--- config.mk ---
export PLATFORM = sky130hd
export DESIGN_NAME = chmt_dot
export DESIGN_NICKNAME = d
export VERILOG_FILES = /design/src/rtl/chmt_pkg.sv /design/src/rtl/chmt_dot.sv
export SDC_FILE = /design/constraint.sdc
export NUM_CORES = 2
export LEC_CHECK = 0
export BUFFER_PORTS_ARGS = -buffer_cell sky130_fd_sc_hd__buf_2
export CAP_MARGIN = 20
export CORE_ASPECT_RATIO = 0.75
export CORE_MARGIN = 2
export CORE_UTILIZATION = 45
export CTS_BUF_LIST = sky130_fd_sc_hd__clkbuf_4
export DETAILED_ROUTE_END_ITERATION = 10
export MAX_ROUTING_LAYER = met4
export PLACE_DENSITY = 0.64
export SLEW_MARGIN = 25
export SYNTH_ARGS = -nofsm -noshare
export SYNTH_HDL_FRONTEND = slang
export SYNTH_SLANG_ARGS = --single-unit
--- constraint.sdc ---
create_clock -name clk -period 8.1 [get_ports clk]
set_input_delay 0.405 -clock clk [delete_from_list [all_inputs] [get_ports clk]]
set_output_delay 0.405 -clock clk [all_outputs]
set_load 0.01 [all_outputs]
--- src/rtl/chmt_pkg.sv ---
// ----------------------------------------------------------------------------
// chmt_pkg
// Shared constants, codes and types of the convex hull membership test unit.
// ----------------------------------------------------------------------------
package chmt_pkg;

    localparam int MAX_FACETS_DEF = 16;
    localparam int MAX_DIM_DEF    = 4;
    localparam int COORD_BITS_DEF = 16;

    localparam int OFS_W  = 35;
    localparam int DIST_W = 34;
    localparam logic [DIST_W-1:0] DIST_MAX = '1;

    localparam logic [1:0] OP_NORMAL = 2'd0;
    localparam logic [1:0] OP_VERTEX = 2'd1;
    localparam logic [1:0] OP_QUERY  = 2'd2;

    localparam logic [1:0] REG_DIMENSION   = 2'd0;
    localparam logic [1:0] REG_FACET_COUNT = 2'd1;
    localparam logic [1:0] REG_TOLERANCE   = 2'd2;
    localparam logic [1:0] REG_REPORT_DIST = 2'd3;

    localparam logic [2:0] DIMENSION_RST   = 3'd3;
    localparam logic [4:0] FACET_COUNT_RST = 5'd16;
    localparam logic [7:0] TOLERANCE_RST   = 8'd2;
    localparam logic       REPORT_DIST_RST = 1'b1;

    typedef struct packed {
        logic valid;
        logic last;
        logic query;
    } chmt_ctl_t;

    function automatic int sum_width(input int coord_bits);
        int w;
        w = 2 * coord_bits + 2;
        return (w > 64) ? 64 : w;
    endfunction

    function automatic int exc_width(input int coord_bits);
        int s;
        int m;
        s = sum_width(coord_bits);
        m = (s > OFS_W) ? s : OFS_W;
        return (m + 1 > 64) ? 64 : m + 1;
    endfunction

endpackage

--- src/rtl/chmt_dot.sv ---
// ----------------------------------------------------------------------------
// chmt_dot
// Three-stage facet pipeline: per-coordinate products, product sum, and
// excess over the facet offset. One facet enters per cycle.
// ----------------------------------------------------------------------------
module chmt_dot
    import chmt_pkg::*;
#(
    parameter int MAX_DIM    = MAX_DIM_DEF,
    parameter int COORD_BITS = COORD_BITS_DEF,
    localparam int SUM_W     = sum_width(COORD_BITS),
    localparam int EXC_W     = exc_width(COORD_BITS)
)
(
    input  logic                              clk,
    input  logic                              rst_n,
    input  chmt_ctl_t                         in_ctl,
    input  logic [MAX_DIM*COORD_BITS-1:0]     normal,
    input  logic [MAX_DIM*COORD_BITS-1:0]     vec,
    input  logic signed [OFS_W-1:0]           offset,
    input  logic [MAX_DIM-1:0]                dim_mask,
    output chmt_ctl_t                         sum_ctl,
    output logic signed [SUM_W-1:0]           sum,
    output chmt_ctl_t                         exc_ctl,
    output logic signed [EXC_W-1:0]           excess,
    output logic                              busy
);

    localparam int PROD_W = 2 * COORD_BITS;

    logic signed [COORD_BITS-1:0] nrm_w [MAX_DIM];
    logic signed [COORD_BITS-1:0] vec_w [MAX_DIM];
    logic signed [PROD_W-1:0]     prod_next [MAX_DIM];
    logic signed [PROD_W-1:0]     prod_reg  [MAX_DIM];
    logic signed [OFS_W-1:0]      offset_p_reg;
    logic signed [OFS_W-1:0]      offset_s_reg;
    logic signed [SUM_W-1:0]      sum_next;
    logic signed [SUM_W-1:0]      sum_reg;
    logic signed [EXC_W-1:0]      excess_next;
    logic signed [EXC_W-1:0]      excess_reg;
    chmt_ctl_t                    p_ctl_reg;
    chmt_ctl_t                    s_ctl_reg;
    chmt_ctl_t                    e_ctl_reg;

    always_comb
    begin
        for (int j = 0; j < MAX_DIM; j++)
        begin
            nrm_w[j] = $signed(normal[j*COORD_BITS +: COORD_BITS]);
            vec_w[j] = $signed(vec[j*COORD_BITS +: COORD_BITS]);
            prod_next[j] = '0;
            if (dim_mask[j])
            begin
                prod_next[j] = nrm_w[j] * vec_w[j];
            end
        end
    end

    always_comb
    begin
        sum_next = '0;
        for (int j = 0; j < MAX_DIM; j++)
        begin
            sum_next = sum_next + SUM_W'(prod_reg[j]);
        end
    end

    assign excess_next = EXC_W'(sum_reg) - EXC_W'(offset_s_reg);

    always_ff @(posedge clk or negedge rst_n)
    begin
        if (!rst_n)
        begin
            p_ctl_reg <= '0;
            s_ctl_reg <= '0;
            e_ctl_reg <= '0;
        end
        else
        begin
            p_ctl_reg <= in_ctl;
            s_ctl_reg <= p_ctl_reg;
            e_ctl_reg <= s_ctl_reg;
        end
    end

    always_ff @(posedge clk)
    begin
        for (int j = 0; j < MAX_DIM; j++)
        begin
            prod_reg[j] <= prod_next[j];
        end
        offset_p_reg <= offset;
        offset_s_reg <= offset_p_reg;
        sum_reg      <= sum_next;
        excess_reg   <= excess_next;
    end

    assign sum_ctl = s_ctl_reg;
    assign sum     = sum_reg;
    assign exc_ctl = e_ctl_reg;
    assign excess  = excess_reg;
    assign busy    = p_ctl_reg.valid | s_ctl_reg.valid | e_ctl_reg.valid;

endmodule

## Word level (Yosys, flattened, before mapping)

Memories as Yosys holds them, arrays and structs flattened.
Cells that the tools add are included.

| storage, ports and cells | value |
|---|---|
| register bits | 149 |
| latch bits | 0 |
| RAM bits | 128 |
| memory bits (read-only) | 0 |
| bits of input ports | 172 |
| output and inout bits | 77 |
| memories kept | 1 |

| operators by class | value |
|---|---|
| add/subtract/negate cells | 4 |
| $mul | 4 |
| div/mod/pow operators | 0 |
| magnitude comparators | 0 |
| eq/ne operators | 0 |
| shift operators | 0 |
| muxes and demuxes | 4 |
| bitwise gates (word level) | 2 |
| reductions and logical operators | 0 |

Memory list:

| memory | depth | bits a word | read ports | clocked after Yosys merged registers in | write ports | line | text |
|---|---|---|---|---|---|---|---|
| prod_reg | 4 | 32 | 4 | 0 | 4 | chmt_dot.sv:34 | `logic signed [PROD_W-1:0] prod_reg [MAX_DIM];` |

Operators by type and width:

| cell | number |
|---|---|
| 16-bit by 16-bit multiplier with 32-bit output | 4 |
| 32-bit 2-to-1 mux | 4 |
| 34-bit by 35-bit subtractor with 36-bit output | 1 |
| 33-bit by 32-bit adder with 34-bit output | 1 |
| 34-bit by 32-bit adder with 34-bit output | 1 |
| 32-bit by 32-bit adder with 33-bit output | 1 |
| 1-bit OR | 2 |

## Longest topological paths before layout

| logic depth | value |
|---|---|
| depth after elaboration | 3 |
| depth in mapped cells | 24 |

## Worst setup path after synthesis

No wires, ideal clock.

| timing path | value |
|---|---|
| kind | input port to flip-flop |
| start point | in normal[63] |
| end point | mem prod_reg[3][29] (netlist bit) |
| setup time | 0.122 ns |
| data arrival time | 6.325 ns |
| required time | 7.978 ns |
| path slack | 1.653 ns |
| cell stages on the path | 21 |
| cells stage by stage | clkbuf_1 -> nand2_1 -> inv_1 -> fa_1 -> fa_1 -> fa_1 -> fa_1 -> fa_1 -> inv_1 -> fa_1 -> inv_1 -> ha_1 -> a21o_1 -> a21oi_1 -> o21ai_0 -> a2111oi_0 -> o311ai_0 -> a31oi_1 -> o21bai_1 -> mux2i_1 -> a311o_1 |

RTL lines:

| item | line | text |
|---|---|---|
| start, declared | chmt_dot.sv:18 | `input logic [MAX_DIM*COORD_BITS-1:0] normal,` |
| end, declared | chmt_dot.sv:34 |  |

==> results.json <==
{
  "synth_common_cells": "1185 x inv_1, 1114 x fa_1, 562 x and2_1",
  "crit_path_start_kind": "input port",
  "rrSetupSlack_ns": 3.73,
  "clkTransAtPathRegs_ns": 0.06,
  "fin_skew_ns": 0.0814,
  "place.gp.congestion": 0.891,
  "std_cell_rows": 105,
  "setup_tns_ns": 0,
  "r2r-end": "sum[31]$_DFF_P_",
  "synthCells": 5244,
  "r2r_cells": 14,
  "crit_required_ns": 8.74,
  "hold_viol_final": 0,
  "clk-insertion-delay-late_ns": 0.83,
  "cts_sinks": 277,
  "via_per_inst": 5.09,
  "grt_max_degree": 45,
  "core_area_sq_um": 110000,
  "status": "complete, no violations",
  "grt_antenna_before_repair": 3,
  "synth.yosys.seq_area_share_pct": 11.2,
  "routedWlPerCell_um": 17.9,
  "ioPinCount": 249,
  "die_w_um": 389,
  "cts_buffer_depth": 3,
  "cts_buffers": 72,
  "area_growth_pct": 7.84,
  "dr.first_iter.drc_count": 1792,
  "r2r_start": "prod_reg[3][1]$_SDFF_PN0_",
  "ys_seq_elements": 277,
  "yosysMostFrequentCell": "inv_1",
  "end_kind": "flop",
  "synth_top_family_by_area": "adder cells",
  "ant_nets": 0,
  "critical_path.startpoint": "vec[49]",
  "synth-edff-count": 0,
  "synth_xor_area_share_pct": 2.90,
  "synthAdderAreaFrac_pct": 54.4,
  "rsz0062_at_grt": "false",
  "grt_overflow_total": 0,
  "cap_violations": 0,
  "cts-resized-gates": 0,
  "syn_avg_cell_area_sq_um": 9.55,
  "tightestPinTransition_ns": 0.743,
  "drive_gt1_share_pct": 6.88,
  "finalSetupViolations": 0,
  "start_util_pct": 45.6,
  "path_max_fanout": 16,
  "fill_cells": 10400,
  "synth-main-ff-cell": "dfxtp_1",
  "grt_pass1_wl_um": 206000,
  "synth_area_leaders": "fa_1 45%, dfxtp_1 11%, ha_1 9.9%",
  "ys_types": 75,
  "cts_root_buf": "clkbuf_4",
  "min_path_type": "input port to flop",
  "route.vias.total": 35400,
  "drtPass1Iterations": 5,
  "placed_cells": 6787,
  "synth_top_area_share_pct": 44.5,
  "yosys.area.top_type": "fa_1",
  "drt_wl_total_um": 125000,
  "die_y_um": 293,
  "max_slew_margin_pct": 50.4,
  "arrival_ns": 7.06,
  "synth_compound_area_share_pct": 6.39,
  "preCtsSetupSlack_ns": 0.934,
  "max_freq_ghz": 0.156,
  "grt_pass1_vias": 38200,
  "path_class": "input port to flop",
  "grt_use_total_pct": 23.6,
  "finalNetCount": 7146,
  "syn_nets": 6926,
  "cts_tree": "done",
  "synth.area.mux_share_pct": 0.162,
  "synthArstFlopShare_pct": 3.25,
  "syn-cell-area_sq_um": 50100,
  "fin_ws_ns": 1.68,
  "synth-simple-area-share_pct": 14.9,
  "cp-endpoint": "prod_reg[3][29]$_SDFF_PN0_",
  "ys_warn_count": 0,
  "largest_reg_flops": 128,
  "dp_hpwl_um": 105000,
  "die-area_sq_um": 114000,
  "fin_cells": 6967,
  "htreeDepth": 3,
  "fin_crit_sh_pct": 79.2,
  "postCtsSetupBuffers": 0,
  "port_buffers": 248,
  "ctsHoldBuffers": 47,
  "min_period_ns": 6.42,
  "drc": 0,
  "drv_slew": 0
}
worst min path at each step:
| stage | startpoint | endpoint | cells after the start |
|---|---|---|---|
| detailed placement | rst_n | exc_ctl[2]$_DFF_PN0_ | 1 |
| finish | normal[32] | prod_reg[2][0]$_SDFF_PN0_ | 2 |
| floorplan | rst_n | exc_ctl[0]$_DFF_PN0_ | 0 |
| global route | normal[32] | prod_reg[2][0]$_SDFF_PN0_ | 2 |
| CTS | normal[32] | prod_reg[2][0]$_SDFF_PN0_ | 2 |
| global placement | rst_n | sum_ctl[2]$_DFF_PN0_ | 1 |
per-stage QoR:
step                cell area (sq um)  util (%)  hold slack [ns]
global route                    54000      49.2           0.0374
global placement                52500      47.8            0.256
floorplan                       50100         -            0.109
detailed placement              52500      47.8            0.260
CTS                             54000      49.1          0.00139
finish                          54000      49.2           0.0960
metal layers:
metal  up-vias  track usage [%]  share of wire [%]  wire (um)
met2       912             36.5                 46      57000
met3       153             3.17                5.3       6640
met4         0             5.62                2.3       2880
li1      16200                -                  -          -
met1     18200             32.9                 47      58100
met5         -                -                  0          0
cells in the final DEF (no fill, tap or decap), types with 43 or more instances in the layout:
cell | Yosys | final
fa_1 | 1114 | 1114
o21ai_0 | 86 | 86
a21o_1 | 73 | 73
inv_1 | 1185 | 1185
nand2b_1 | 43 | 43
nor2_1 | 159 | 159
dfxtp_1 | 268 | 268
buf_2 | 0 | 248
xor2_1 | 44 | 44
a21oi_1 | 122 | 122
and2_1 | 562 | 562
nand2_1 | 534 | 534
xnor2_1 | 122 | 122
ha_1 | 396 | 396
clkbuf_4 | 0 | 94
dlygate4sd3_1 | 0 | 47
cell families after synthesis:
logic type | Yosys count
adder cells (fa/ha/maj) | 1510
AND/OR/NAND/NOR | 1473
buffers and inverters | 1334
AO/OA/AOI/OAI | 476
flip-flops | 277
XOR/XNOR | 166
multiplexers | 8
critical path: stages:
cell and delay (ns):
buf_2 0.34, nand2_1 0.17, inv_1 0.14, fa_1 0.54, fa_1 0.90, fa_1 0.53, fa_1 0.50, fa_1 0.49
inv_1 0.05, fa_1 0.48, inv_1 0.04, ha_1 0.33, a21o_1 0.20, a21oi_1 0.13, o21ai_0 0.15, a2111oi_0 0.44
o311ai_0 0.29, a31oi_1 0.35, o21bai_1 0.12, mux2i_1 0.13, a311o_1 0.33
area by class of cell:
cell class / count / area [sq um] / share of cell area (%)
multi-input cells: 3633 / 39500 / 73.1
flip-flops and latches: 277 / 5590 / 10.4
inverters: 1185 / 4450 / 8.24
well taps: 1444 / 1810 / 3.35
repair buffers: 295 / 1710 / 3.17
clock buffers: 94 / 706 / 1.31
clock inverters: 37 / 255 / 0.473
diodes: 2 / 5.00 / 0.00927
Power is not shown: default switching activity piles up to over one toggle a cycle in this logic, so the estimate is an artifact.
